==> src/tbu_pkg.sv <==
// Shared types and constants for the countdown timer bank.
`default_nettype none
package tbu_pkg;

  // Width of the fired and pending event masks on the result beat
  localparam int MASK_BITS = 8;

  // Command codes
  typedef enum logic [2:0] {
    FUNC_TICK    = 3'd0,
    FUNC_START   = 3'd1,
    FUNC_ADD     = 3'd2,
    FUNC_READ    = 3'd3,
    FUNC_HOLD    = 3'd4,
    FUNC_STOP    = 3'd5,
    FUNC_CLEAR   = 3'd6,
    FUNC_SERVICE = 3'd7
  } func_e;

  // Time base codes for start
  typedef enum logic [1:0] {
    BASE_TICKS   = 2'd0,
    BASE_TENTHS  = 2'd1,
    BASE_SECONDS = 2'd2,
    BASE_MINUTES = 2'd3
  } base_e;

  // Configuration register indexes
  localparam logic [1:0] CFG_TENTHS  = 2'd0;
  localparam logic [1:0] CFG_SECONDS = 2'd1;
  localparam logic [1:0] CFG_MINUTES = 2'd2;

  localparam logic [15:0] TENTHS_RESET  = 16'd100;
  localparam logic [15:0] SECONDS_RESET = 16'd1000;
  localparam logic [15:0] MINUTES_RESET = 16'd60000;
  localparam logic [15:0] SCALE_UNITY   = 16'd1;

  typedef struct packed {
    logic        we;
    logic [1:0]  idx;
    logic [15:0] data;
  } cfg_wr_t;

  // Command as it travels along the chain
  typedef struct packed {
    func_e       func;
    logic [2:0]  channel;
    logic [15:0] amount;
    logic        hold;
  } cmd_t;

  // Result fields gathered cell by cell
  typedef struct packed {
    logic [MASK_BITS-1:0] pending_mask;
    logic [MASK_BITS-1:0] fired_mask;
    logic [15:0]          count_value;
  } acc_t;

endpackage
`default_nettype wire

==> src/tbu_front.sv <==
// Front stage: scale registers, time base scaling with saturation, command register.
`default_nettype none
module tbu_front #(
  parameter int COUNT_BITS = 16
) (
  input  wire logic                  clk_i,
  input  wire logic                  rst_ni,
  input  wire logic                  adv_i,
  input  wire logic                  valid_i,
  input  wire tbu_pkg::cmd_t         cmd_i,
  input  wire logic [1:0]            time_base_i,
  input  wire tbu_pkg::cfg_wr_t      cfg_i,
  output logic                       valid_o,
  output tbu_pkg::cmd_t              cmd_o,
  output logic [COUNT_BITS-1:0]      load_o
);

  localparam int PROD_W = 32;
  localparam logic [PROD_W-1:0] PROD_LIMIT = PROD_W'({COUNT_BITS{1'b1}});

  logic [15:0] tenths_q, seconds_q, minutes_q;
  logic [15:0] scale;
  logic [PROD_W-1:0] product;
  logic [COUNT_BITS-1:0] load_d, load_q;
  logic valid_q;
  tbu_pkg::cmd_t cmd_q;

  always_ff @(posedge clk_i or negedge rst_ni) begin
    if (!rst_ni) begin
      tenths_q  <= tbu_pkg::TENTHS_RESET;
      seconds_q <= tbu_pkg::SECONDS_RESET;
      minutes_q <= tbu_pkg::MINUTES_RESET;
    end else if (cfg_i.we) begin
      case (cfg_i.idx)
        tbu_pkg::CFG_TENTHS:  tenths_q  <= cfg_i.data;
        tbu_pkg::CFG_SECONDS: seconds_q <= cfg_i.data;
        tbu_pkg::CFG_MINUTES: minutes_q <= cfg_i.data;
        default: ;
      endcase
    end
  end

  always_comb begin
    case (time_base_i)
      tbu_pkg::BASE_TENTHS:  scale = tenths_q;
      tbu_pkg::BASE_SECONDS: scale = seconds_q;
      tbu_pkg::BASE_MINUTES: scale = minutes_q;
      default:               scale = tbu_pkg::SCALE_UNITY;
    endcase
    product = PROD_W'(cmd_i.amount) * PROD_W'(scale);
    // clamp to the count range
    if (product > PROD_LIMIT) begin
      load_d = '1;
    end else begin
      load_d = product[COUNT_BITS-1:0];
    end
  end

  always_ff @(posedge clk_i or negedge rst_ni) begin
    if (!rst_ni) begin
      valid_q <= 1'b0;
    end else if (adv_i) begin
      valid_q <= valid_i;
    end
  end

  always_ff @(posedge clk_i) begin
    if (adv_i) begin
      cmd_q  <= cmd_i;
      load_q <= load_d;
    end
  end

  assign valid_o = valid_q;
  assign cmd_o   = cmd_q;
  assign load_o  = load_q;

endmodule
`default_nettype wire

==> src/tbu_cell.sv <==
// One timer channel cell: holds its count, pause and event, applies a passing command.
`default_nettype none
module tbu_cell #(
  parameter int COUNT_BITS = 16,
  parameter int IDX        = 0
) (
  input  wire logic                  clk_i,
  input  wire logic                  rst_ni,
  input  wire logic                  adv_i,
  input  wire logic                  valid_i,
  input  wire tbu_pkg::cmd_t         cmd_i,
  input  wire logic [COUNT_BITS-1:0] load_i,
  input  wire tbu_pkg::acc_t         acc_i,
  output logic                       valid_o,
  output tbu_pkg::cmd_t              cmd_o,
  output logic [COUNT_BITS-1:0]      load_o,
  output tbu_pkg::acc_t              acc_o
);

  localparam int EXT_W = (COUNT_BITS > 16) ? COUNT_BITS : 16;
  localparam int SUM_W = EXT_W + 1;
  localparam logic [SUM_W-1:0] SUM_LIMIT = SUM_W'({COUNT_BITS{1'b1}});
  localparam bit IN_MASK = IDX < tbu_pkg::MASK_BITS;
  localparam logic [2:0] BIT_POS = 3'(IDX % tbu_pkg::MASK_BITS);

  logic [COUNT_BITS-1:0] cnt_d, cnt_q;
  logic pend_d, pend_q, pause_d, pause_q;
  logic valid_q;
  tbu_pkg::cmd_t cmd_q;
  logic [COUNT_BITS-1:0] load_q;
  tbu_pkg::acc_t acc_d, acc_q;
  logic [EXT_W-1:0] cnt_ext;
  logic [SUM_W-1:0] sum;
  logic hit;

  always_comb begin
    cnt_ext = EXT_W'(cnt_q);
    sum     = SUM_W'(cnt_ext) + SUM_W'(cmd_i.amount);
    hit     = IN_MASK && (cmd_i.channel == BIT_POS);
    cnt_d   = cnt_q;
    pend_d  = pend_q;
    pause_d = pause_q;
    acc_d   = acc_i;
    if (valid_i) begin
      case (cmd_i.func)
        tbu_pkg::FUNC_TICK: begin
          if (cnt_q != '0 && !pause_q) begin
            cnt_d = cnt_q - COUNT_BITS'(1);
            if (cnt_q == COUNT_BITS'(1)) pend_d = 1'b1;
          end
        end
        tbu_pkg::FUNC_START: begin
          if (hit) begin
            if (load_i != '0) begin
              cnt_d   = load_i;
              pend_d  = 1'b0;
              pause_d = 1'b0;
            end else begin
              cnt_d  = '0;
              pend_d = 1'b1;
            end
          end
        end
        tbu_pkg::FUNC_ADD: begin
          if (hit) begin
            cnt_d = (sum > SUM_LIMIT) ? '1 : sum[COUNT_BITS-1:0];
          end
        end
        tbu_pkg::FUNC_READ: begin
          if (hit) acc_d.count_value = cnt_ext[15:0];
        end
        tbu_pkg::FUNC_HOLD: begin
          if (hit) pause_d = cmd_i.hold;
        end
        tbu_pkg::FUNC_STOP: begin
          if (hit) begin
            cnt_d   = '0;
            pend_d  = 1'b0;
            pause_d = 1'b0;
          end
        end
        tbu_pkg::FUNC_CLEAR: begin
          cnt_d   = '0;
          pend_d  = 1'b0;
          pause_d = 1'b0;
        end
        tbu_pkg::FUNC_SERVICE: begin
          if (IN_MASK) acc_d.fired_mask[BIT_POS] = pend_q;
          pend_d = 1'b0;
        end
        default: ;
      endcase
      if (IN_MASK) acc_d.pending_mask[BIT_POS] = pend_d;
    end
  end

  always_ff @(posedge clk_i or negedge rst_ni) begin
    if (!rst_ni) begin
      cnt_q   <= '0;
      pend_q  <= 1'b0;
      pause_q <= 1'b0;
      valid_q <= 1'b0;
    end else if (adv_i) begin
      cnt_q   <= cnt_d;
      pend_q  <= pend_d;
      pause_q <= pause_d;
      valid_q <= valid_i;
    end
  end

  always_ff @(posedge clk_i) begin
    if (adv_i) begin
      cmd_q  <= cmd_i;
      load_q <= load_i;
      acc_q  <= acc_d;
    end
  end

  assign valid_o = valid_q;
  assign cmd_o   = cmd_q;
  assign load_o  = load_q;
  assign acc_o   = acc_q;

endmodule
`default_nettype wire

==> src/multi_channel_countdown_timer_bank_unit.sv <==
// Top level of the countdown timer bank: front stage, chain of channel cells, result port.
`default_nettype none
// A bank of NUM_CHANNELS countdown timers driven by one command per input beat
// (tick, start, add, read, set hold, stop, clear all, service); every command
// yields exactly one result beat carrying the read count, the events taken by
// service and the pending events after the command. Each channel lives in its
// own cell of a chain; a command enters a front stage that scales the start
// amount by the selected time base (saturating to the count range) and then
// walks the chain one cell per cycle, each cell applying it to its own channel
// and adding its bits to the result fields. A command is registered in the
// front stage and in every cell, and the result beat comes from the last
// cell. Up to NUM_CHANNELS + 1 commands are in flight, so one command per cycle
// is taken while the result side keeps up; a stalled result beat holds the whole
// chain, and s_axis_tready follows it. Scale registers are written through the
// plain write port and apply to commands accepted after the write.
module multi_channel_countdown_timer_bank_unit #(
  parameter int NUM_CHANNELS = 8,
  parameter int COUNT_BITS   = 16
) (
  input  wire logic        clk_i,
  input  wire logic        rst_ni,
  // config write: index 0 tenths, 1 seconds, 2 minutes
  input  wire logic        cfg_we_i,
  input  wire logic [1:0]  cfg_idx_i,
  input  wire logic [15:0] cfg_data_i,
  input  wire logic        s_axis_tvalid,
  output logic             s_axis_tready,
  // tdata: channel[2:0], amount[18:3], time_base[20:19], hold[21], zero[23:22]
  input  wire logic [23:0] s_axis_tdata,
  // tuser: func[2:0]
  input  wire logic [2:0]  s_axis_tuser,
  output logic             m_axis_tvalid,
  input  wire logic        m_axis_tready,
  // tdata: count_value[15:0], fired_mask[23:16], pending_mask[31:24]
  output logic [31:0]      m_axis_tdata
);

  logic adv;
  tbu_pkg::cmd_t   in_cmd;
  tbu_pkg::cfg_wr_t cfg_wr;

  logic                  chain_valid [NUM_CHANNELS+1];
  tbu_pkg::cmd_t         chain_cmd   [NUM_CHANNELS+1];
  logic [COUNT_BITS-1:0] chain_load  [NUM_CHANNELS+1];
  tbu_pkg::acc_t         chain_acc   [NUM_CHANNELS+1];

  // Advance the whole chain unless a result beat waits on the output
  assign adv           = !m_axis_tvalid || m_axis_tready;
  assign s_axis_tready = adv;

  // Unpack the input beat
  assign in_cmd.func    = tbu_pkg::func_e'(s_axis_tuser);
  assign in_cmd.channel = s_axis_tdata[2:0];
  assign in_cmd.amount  = s_axis_tdata[18:3];
  assign in_cmd.hold    = s_axis_tdata[21];

  assign cfg_wr.we   = cfg_we_i;
  assign cfg_wr.idx  = cfg_idx_i;
  assign cfg_wr.data = cfg_data_i;

  tbu_front #(
    .COUNT_BITS (COUNT_BITS)
  ) u_front (
    .clk_i       (clk_i),
    .rst_ni      (rst_ni),
    .adv_i       (adv),
    .valid_i     (s_axis_tvalid),
    .cmd_i       (in_cmd),
    .time_base_i (s_axis_tdata[20:19]),
    .cfg_i       (cfg_wr),
    .valid_o     (chain_valid[0]),
    .cmd_o       (chain_cmd[0]),
    .load_o      (chain_load[0])
  );

  // Result fields start empty and fill as the command passes each cell
  assign chain_acc[0] = '0;

  for (genvar g = 0; g < NUM_CHANNELS; g++) begin : g_cell
    tbu_cell #(
      .COUNT_BITS (COUNT_BITS),
      .IDX        (g)
    ) u_cell (
      .clk_i   (clk_i),
      .rst_ni  (rst_ni),
      .adv_i   (adv),
      .valid_i (chain_valid[g]),
      .cmd_i   (chain_cmd[g]),
      .load_i  (chain_load[g]),
      .acc_i   (chain_acc[g]),
      .valid_o (chain_valid[g+1]),
      .cmd_o   (chain_cmd[g+1]),
      .load_o  (chain_load[g+1]),
      .acc_o   (chain_acc[g+1])
    );
  end

  // The last cell's registers are the output register
  assign m_axis_tvalid = chain_valid[NUM_CHANNELS];
  assign m_axis_tdata  = {chain_acc[NUM_CHANNELS].pending_mask,
                          chain_acc[NUM_CHANNELS].fired_mask,
                          chain_acc[NUM_CHANNELS].count_value};

`ifndef SYNTHESIS
  // Only service hands over events
  a_fired_only_service: assert property (@(posedge clk_i) disable iff (!rst_ni)
    m_axis_tvalid && chain_cmd[NUM_CHANNELS].func != tbu_pkg::FUNC_SERVICE
    |-> m_axis_tdata[23:16] == '0)
    else $error("fired mask set outside service");

  // Only read reports a count
  a_count_only_read: assert property (@(posedge clk_i) disable iff (!rst_ni)
    m_axis_tvalid && chain_cmd[NUM_CHANNELS].func != tbu_pkg::FUNC_READ
    |-> m_axis_tdata[15:0] == '0)
    else $error("count value set outside read");

  // Service and clear all leave no event pending
  a_no_pending_after_clear: assert property (@(posedge clk_i) disable iff (!rst_ni)
    m_axis_tvalid && (chain_cmd[NUM_CHANNELS].func == tbu_pkg::FUNC_SERVICE ||
                      chain_cmd[NUM_CHANNELS].func == tbu_pkg::FUNC_CLEAR)
    |-> m_axis_tdata[31:24] == '0)
    else $error("event pending after service or clear all");

  // A stalled result keeps its command in the last cell
  a_stall_holds_cmd: assert property (@(posedge clk_i) disable iff (!rst_ni)
    m_axis_tvalid && !m_axis_tready |=> $stable(chain_cmd[NUM_CHANNELS]))
    else $error("last cell command changed under stall");
`endif

endmodule
`default_nettype wire
==> config.mk <==
export PLATFORM = sky130hd
export DESIGN_NAME = multi_channel_countdown_timer_bank_unit
export DESIGN_NICKNAME = d
export VERILOG_FILES = /design/src/tbu_pkg.sv /design/src/tbu_front.sv /design/src/tbu_cell.sv /design/src/multi_channel_countdown_timer_bank_unit.sv
export SDC_FILE = /design/constraint.sdc
export NUM_CORES = 2
export LEC_CHECK = 0
export BUFFER_PORTS_ARGS = -buffer_cell sky130_fd_sc_hd__buf_4
export CORE_UTILIZATION = 50
export CTS_CLUSTER_SIZE = 10
export DETAILED_ROUTE_END_ITERATION = 8
export GPL_TIMING_DRIVEN = 0
export PLACE_DENSITY_LB_ADDON = 0.15
export SLEW_MARGIN = 20
export SYNTH_ARGS = -nofsm -noshare
export SYNTH_HDL_FRONTEND = slang
export SYNTH_SLANG_ARGS = --single-unit
==> constraint.sdc <==
create_clock -name clk_i -period 20 [get_ports clk_i]
set_clock_uncertainty 0.15 [all_clocks]
set_input_delay 3 -clock clk_i [delete_from_list [all_inputs] [get_ports clk_i]]
set_output_delay 3 -clock clk_i [all_outputs]
set_load 0.01 [all_outputs]
# [Yosys cells after proc, flatten, opt, wreduce, memory -nomap -nowiden]
# Cells that the tools add are included.
[op_classes] n_mul=1 order_cmp=9 mux=166 add_sub_neg=16 n_reduce_logical=104 eq_ne=124
[ops] op="16-bit 2-to-1 mux" count=69
[ops] op="16-bit case mux with 5 select lines" count=8
[ops] op="16-bit nonzero test" count=16
[ops] op="16-bit by 16-bit adder with 17-bit output" count=8
[ops] op="17-bit by 16-bit > comparator with 1-bit output (second input constant)" count=8
[ops] op="16-bit by 1-bit equality test with 1-bit output (second input constant)" count=8
[ops] op="16-bit by 1-bit subtractor with 16-bit output (second input constant)" count=8
[ops] op="7-bit AND reduction" count=16
[ops] op="3-bit equality test (second input constant)" count=36
[ops] op="2-bit by 1-bit != test with 1-bit output (second input constant)" count=48
[ops] op="1-bit 2-to-1 mux" count=72
[ops] op="1-bit case mux with 4 select lines" count=16
[ops] op="3-bit by 2-bit equality test with 1-bit output (second input constant)" count=18
[ops] op="16-bit case mux with 3 select lines" count=1
[ops] op="5-bit nonzero test" count=8
[ops] op="2-bit AND reduction" count=19
[ops] op="32-bit by 16-bit > comparator with 1-bit output (second input constant)" count=1
[ops] op="16-bit by 16-bit multiplier with 32-bit output" count=1
[ops] op="4-bit nonzero test" count=8
[ops] op="3-bit by 1-bit equality test with 1-bit output (second input constant)" count=9
[ops] op="3-bit zero test" count=9
[ops] op="2-bit OR reduction" count=8
[ops] op="1-bit zero test" count=9
[ops] op="1-bit logical AND" count=8
[ops] op="other kinds (5)" count=8
[word_totals] input_bits=50 out_inout_bits=34 ff_bits=713 elab_cells=534

# [Logic depth before layout (Yosys ltp)]
[logic_depth] depth_word=5 depth_mapped=30 depth_no_buf=25

# [By module]
# From an unflattened synthesis, not the netlist that was laid out.
[hier_totals] hier_cells=4559 area_unflattened_um2=50414.6
[by_module_without_submodules] mod="tbu_front" cells_per_inst=1232 seq_area_each_um2=2417.3 instances=1 area_per_inst_um2=12283.0
[by_module_without_submodules] mod="tbu_cell (g_cell[2].u_cell ...)" cells_per_inst=423 seq_area_each_um2=2607.5 instances=2 area_per_inst_um2=4814.6
[by_module_without_submodules] mod="tbu_cell (g_cell[5].u_cell ...)" cells_per_inst=396 seq_area_each_um2=2607.5 instances=2 area_per_inst_um2=4687.0
[by_module_without_submodules] mod="tbu_cell (g_cell[0].u_cell)" cells_per_inst=432 seq_area_each_um2=2607.5 instances=1 area_per_inst_um2=4844.6
[by_module_without_submodules] mod="tbu_cell (g_cell[7].u_cell)" cells_per_inst=431 seq_area_each_um2=2607.5 instances=1 area_per_inst_um2=4799.6
[by_module_without_submodules] mod="tbu_cell (g_cell[1].u_cell)" cells_per_inst=419 seq_area_each_um2=2607.5 instances=1 area_per_inst_um2=4765.8
[by_module_without_submodules] mod="tbu_cell (g_cell[3].u_cell)" cells_per_inst=405 seq_area_each_um2=2607.5 instances=1 area_per_inst_um2=4708.3
[by_module_without_submodules] mod="multi_channel_countdown_timer_bank_unit" cells_per_inst=2 seq_area_each_um2=0.0 instances=1 area_per_inst_um2=10.0

# [Least setup slack after synthesis]
# OpenSTA, ideal clock, no wires.
[synth_timing] path_type="input to register" startpoint="in m_axis_tready" endpoint="reg g_cell[4].u_cell.cnt_q[15]" required_time_ns=19.721 slack_ns=-0.562 arrival_time_ns=20.283 cell_stages=10 path_cell_list="nor2b_1 clkbuf_1 inv_1 clkbuf_1 nand2_1 nor2_1 o211ai_1 inv_1 nand2_1 o41a_1"
[synth_via] elab_chain_cells=2
[synth_lines] element="start, declared" line_no="multi_channel_countdown_timer_bank_unit.sv:33" rtl="input wire logic m_axis_tready,"
[synth_lines] element="1-bit logical OR" line_no="multi_channel_countdown_timer_bank_unit.sv:48" rtl="assign adv = !m_axis_tvalid || m_axis_tready;"
[synth_lines] element="named net s_axis_tready" line_no="multi_channel_countdown_timer_bank_unit.sv:27" rtl="output logic s_axis_tready,"
[synth_lines] element="7-bit AND reduction (no line)"
[synth_lines] element="end signal, assigned" line_no="tbu_cell.sv:104" rtl="cnt_q <= cnt_d;"
[synth_lines] element="end, declared" line_no="tbu_cell.sv:26" rtl="logic [COUNT_BITS-1:0] cnt_d, cnt_q;"
# The timed path passes the listed nets, and every way through them passes these cells.
# A chain may end at the register's enable or synchronous reset.

# [Final worst setup path]
[layout_timing] startpoint="in s_axis_tdata[19]" endpoint="reg u_front.load_q[4] (netlist: u_front.load_o[4]), data pin"
[layout_via] elab_chain_cells=4 elab_cells_between_ends=6 classes_between="mul (1); order compare (1); eq/ne (3); mux (1)"
[layout_lines] element="start, declared" line_no="multi_channel_countdown_timer_bank_unit.sv:29" rtl="input wire logic [23:0] s_axis_tdata,"
[layout_lines] element="2-bit equality test or 2-bit by 1-bit equality test with 1-bit output (tied branches)" line_no="tbu_front.sv:44" rtl="case (time_base_i)"
[layout_lines] element="16-bit case mux with 3 select lines *" line_no="tbu_front.sv:44"
[layout_lines] element="16-bit by 16-bit multiplier with 32-bit output *" line_no="tbu_front.sv:50" rtl="product = PROD_W'(cmd_i.amount) * PROD_W'(scale);"
[layout_lines] element="32-bit by 16-bit > comparator with 1-bit output" line_no="tbu_front.sv:52" rtl="if (product > PROD_LIMIT) begin"
[layout_lines] element="end signal, assigned" line_no="tbu_front.sv:70" rtl="load_q <= load_d;"
[layout_lines] element="end, declared" line_no="tbu_front.sv:24" rtl="logic [COUNT_BITS-1:0] load_d, load_q;"
# Every way passes the cells marked *; elsewhere a longest branch is shown, timed or not.

==> results.py <==
metrics = {
    "synthesis": {
        "yosysSeqAreaShare": 0.448,
        "ys_warn_count": 0,
        "syn_avg_cell_area_um2": 10.7,
        "ys_async_sr_fraction": 0.282,
        "ys.flop_type": "edfxtp_1",
        "synth_edf_count": 512,
        "syn_inst": 4268,
        "synth_nets": 4800,
        "yosysUniqueCellTypes": 93,
        "syn-cell-area_um2": 45600,
        "ys_ff_latch": 713,
    },
    "clock_tree": {
        "numClockSinks": 713,
        "cts_tree": "built",
        "post_cts_buffers": 0,
        "clockBufferDepth": 3,
        "hold_buffers": 0,
        "cts-htree-levels": 3,
        "cts-resized-gates": 0,
        "worstSkewPairLatency_ns": 0.66,
        "clockRootBuffer": "clkbuf_16",
        "numCtsBuffers": 85,
        "cts.clk_slew.worst_paths_ns": 0.05,
    },
    "final_layout": {
        "final-instance-count-excl-fill": 5689,
        "fillerInstances": 7817,
        "layout_commonest_cell": "edfxtp_1",
        "final_nets": 4974,
        "diodes": 0,
        "syn2layout_area_growth_pct": 10.7,
        "mostFrequentLayoutCells": "512 x edfxtp_1, 349 x nand2_1, 335 x a21oi_1",
        "drive_above_1_share": 0.103,
    },
    "floorplanning": {
        "fp-row-count": 110,
        "start_util": 0.506,
        "die_x_um": 304,
        "floorplan.die.height_um": 304,
        "core_area_um2": 90100,
        "ios": 84,
        "die-area_um2": 92400,
    },
    "worst_setup_path": {
        "r2r_cells": 25,
        "slowest_delay_ns": 0.56,
        "r2r_start": "u_front.minutes_q[11]",
        "critical_path_buf_inv_count": 9,
        "cp_max_fo": 10,
        "r2r-end": "u_front.load_o[4]",
        "critPathKind": "in -> reg",
        "crit_family": "adder cells",
        "reg2reg_slack_ns": 11.59,
        "cp_slowest_cell": "fa_1",
        "cp-end-kind": "register",
        "startpoint_type": "primary input",
        "worst_ep_required_time_ns": 20.25,
        "crit_start": "s_axis_tdata[19]",
        "worstPathArrival_ns": 11.85,
        "path_common_cell": "fa_1",
    },
    "timing": {
        "fin_crit_ns": 11.60,
        "timing.setup.tns_ns": 0,
        "slew_headroom": 0.337,
        "timing.hold.ws_ns": 0.263,
        "worst-slew-pin-transition_ns": 0.987,
        "setup_viol": 0,
        "fin_crit_sh": 0.580,
        "rsz0062_at_grt": "false",
        "slew_violations": 0,
        "hold_violations": 0,
        "fmax_ghz": 0.0862,
    },
    "route": {
        "firstDrtPassIters": 8,
        "vias_per_cell": 5.93,
        "routedWlPerCell_um": 22.5,
        "drc": 0,
        "ant_nets": 0,
        "drt_wl_total_um": 128000,
        "vias": 33700,
        "dr.first_iter.drc_count": 2633,
    },
    "placed_design": {
        "placedCellCount": 5530,
        "place_congestion": 0.950,
        "dp_hpwl_um": 97400,
        "io_buffers": 79,
    },
    "worst_hold_path": {
        "hold_path_class": "reg -> reg",
        "min_from": "g_cell[2].u_cell.acc_o[24]",
        "hold-path-cell-count": 0,
        "whs_endpoint": "g_cell[3].u_cell.acc_o[24]",
    },
    "global_routing": {
        "grt_usage": 0.278,
        "grt_pass1_wl_um": 198000,
        "grt.overflow.total": 0,
        "antenna_found_initial": 1,
        "grt_max_degree": 99,
        "grt_pass1_vias": 33600,
    },
    "flow_run": {
        "maxCapViolCount": 0,
    },
    "outcome": {
        "outcome": "finished, final reports clean",
    },
}
## metal layers
layer / routed length, um / global-route usage / part of all wire / vias to the layer above
li1: - / - / - / 15800
met1: 51800 / 0.352 / 0.40 / 16500
met2: 62400 / 0.472 / 0.49 / 1148
met3: 7430 / 0.0412 / 0.058 / 305
met4: 6310 / 0.129 / 0.049 / 0
met5: 0 / 0 / 0 / -
## worst register-to-register path, stage by stage, from the launching register on
cell       delay [ns]
dfstp_2          0.52
mux2_2           0.14
a22o_1           0.36
clkbuf_1         0.56
nand2_1          0.17
fa_1             0.53
inv_1            0.05
fa_1             0.49
fa_1             0.54
fa_1             0.55
fa_1             0.55
inv_1            0.06
fa_1             0.56
inv_1            0.06
ha_1             0.32
clkbuf_1         0.21
and3_1           0.30
a221oi_1         0.40
nand2_1          0.09
a311oi_1         0.28
a211oi_1         0.10
xor2_1           0.20
nor4_4           0.25
o2111ai_2        0.26
buf_6            0.23
or2_1            0.22
## sequential cells by signal, indices dropped and copies added, names as in the netlist, 8 cells and up
name / cells
g_cell.u_cell.valid_o: 8
u_front.tenths_q: 16
g_cell.u_cell.acc_o: 200
u_front.seconds_q: 16
g_cell.u_cell.pend_q: 8
g_cell.u_cell.cmd_o: 161
g_cell.u_cell.pause_q: 8
u_front.cmd_o: 23
u_front.load_o: 16
g_cell.u_cell.load_o: 112
u_front.minutes_q: 16
g_cell.u_cell.cnt_ext: 128
## metrics by stage
step / setup slack (ns) / area, um2 / utilization
after floorplan: 7.04 / 45600 / -
after global placement: 2.97 / 47700 / 0.529
after detailed placement: 7.79 / 47900 / 0.532
after CTS: 8.42 / 50500 / 0.560
after global routing: 7.83 / 50500 / 0.560
final: 8.40 / 50500 / 0.560
## cells in the mapped netlist (32+ instances only)
cell type	count	area share
edfxtp_1	512	0.34
nand2_1	349	0.029
a21oi_1	335	0.037
nor2_1	312	0.026
inv_1	296	0.024
ha_1	280	0.077
o21ai_0	246	0.027
fa_1	202	0.089
dfrtp_1	185	0.10
mux2_2	180	0.044
and2_1	142	0.019
clkbuf_1	138	0.011
nand3_1	95	0.010
nor3_1	86	0.0094
xnor2_1	68	0.013
nor4_1	65	0.0089
a21o_1	61	0.010
a31oi_1	56	0.0077
nand2b_1	52	0.0071
xor2_1	42	0.0081
nor2b_1	36	0.0049
buf_4	33	0.0054
o21a_1	32	0.0053
## layout make-up
class / instances / area (um2) / share of cell area
multi-input cells: 3074 / 23300 / 0.461
repair buffers: 87 / 801 / 0.0159
clock buffers: 146 / 2440 / 0.0483
clock inverters: 12 / 118 / 0.00233
inverters: 298 / 1120 / 0.0222
well taps: 1176 / 1470 / 0.0291
flip-flops and latches: 713 / 20400 / 0.405
plain buffers: 183 / 838 / 0.0166
## logic make-up after synthesis
kind of cell,Yosys count,share of synthesized area
adder cells (fa/ha/maj),482,0.165
buffers and inverters,481,0.0427
multiplexers,187,0.0460
AO/OA/AOI/OAI,1002,0.138
flip-flops,713,0.448
XOR/XNOR,110,0.0211
AND/OR/NAND/NOR,1293,0.140
## how the worst max path moves through the flow
stage | endpoint | slack [ns] | cells past startpoint
after floorplan | s_axis_tready | 7.04 | 4
after global placement | g_cell[5].u_cell.cnt_ext[12] | 2.97 | 11
after detailed placement | u_front.load_o[4] | 7.79 | 28
after CTS | u_front.load_o[4] | 8.42 | 28
after global routing | u_front.load_o[3] | 7.83 | 27
final | u_front.load_o[4] | 8.40 | 28
Power is not shown: default switching activity piles up to over one toggle a cycle in this logic, so the estimate is an artifact.
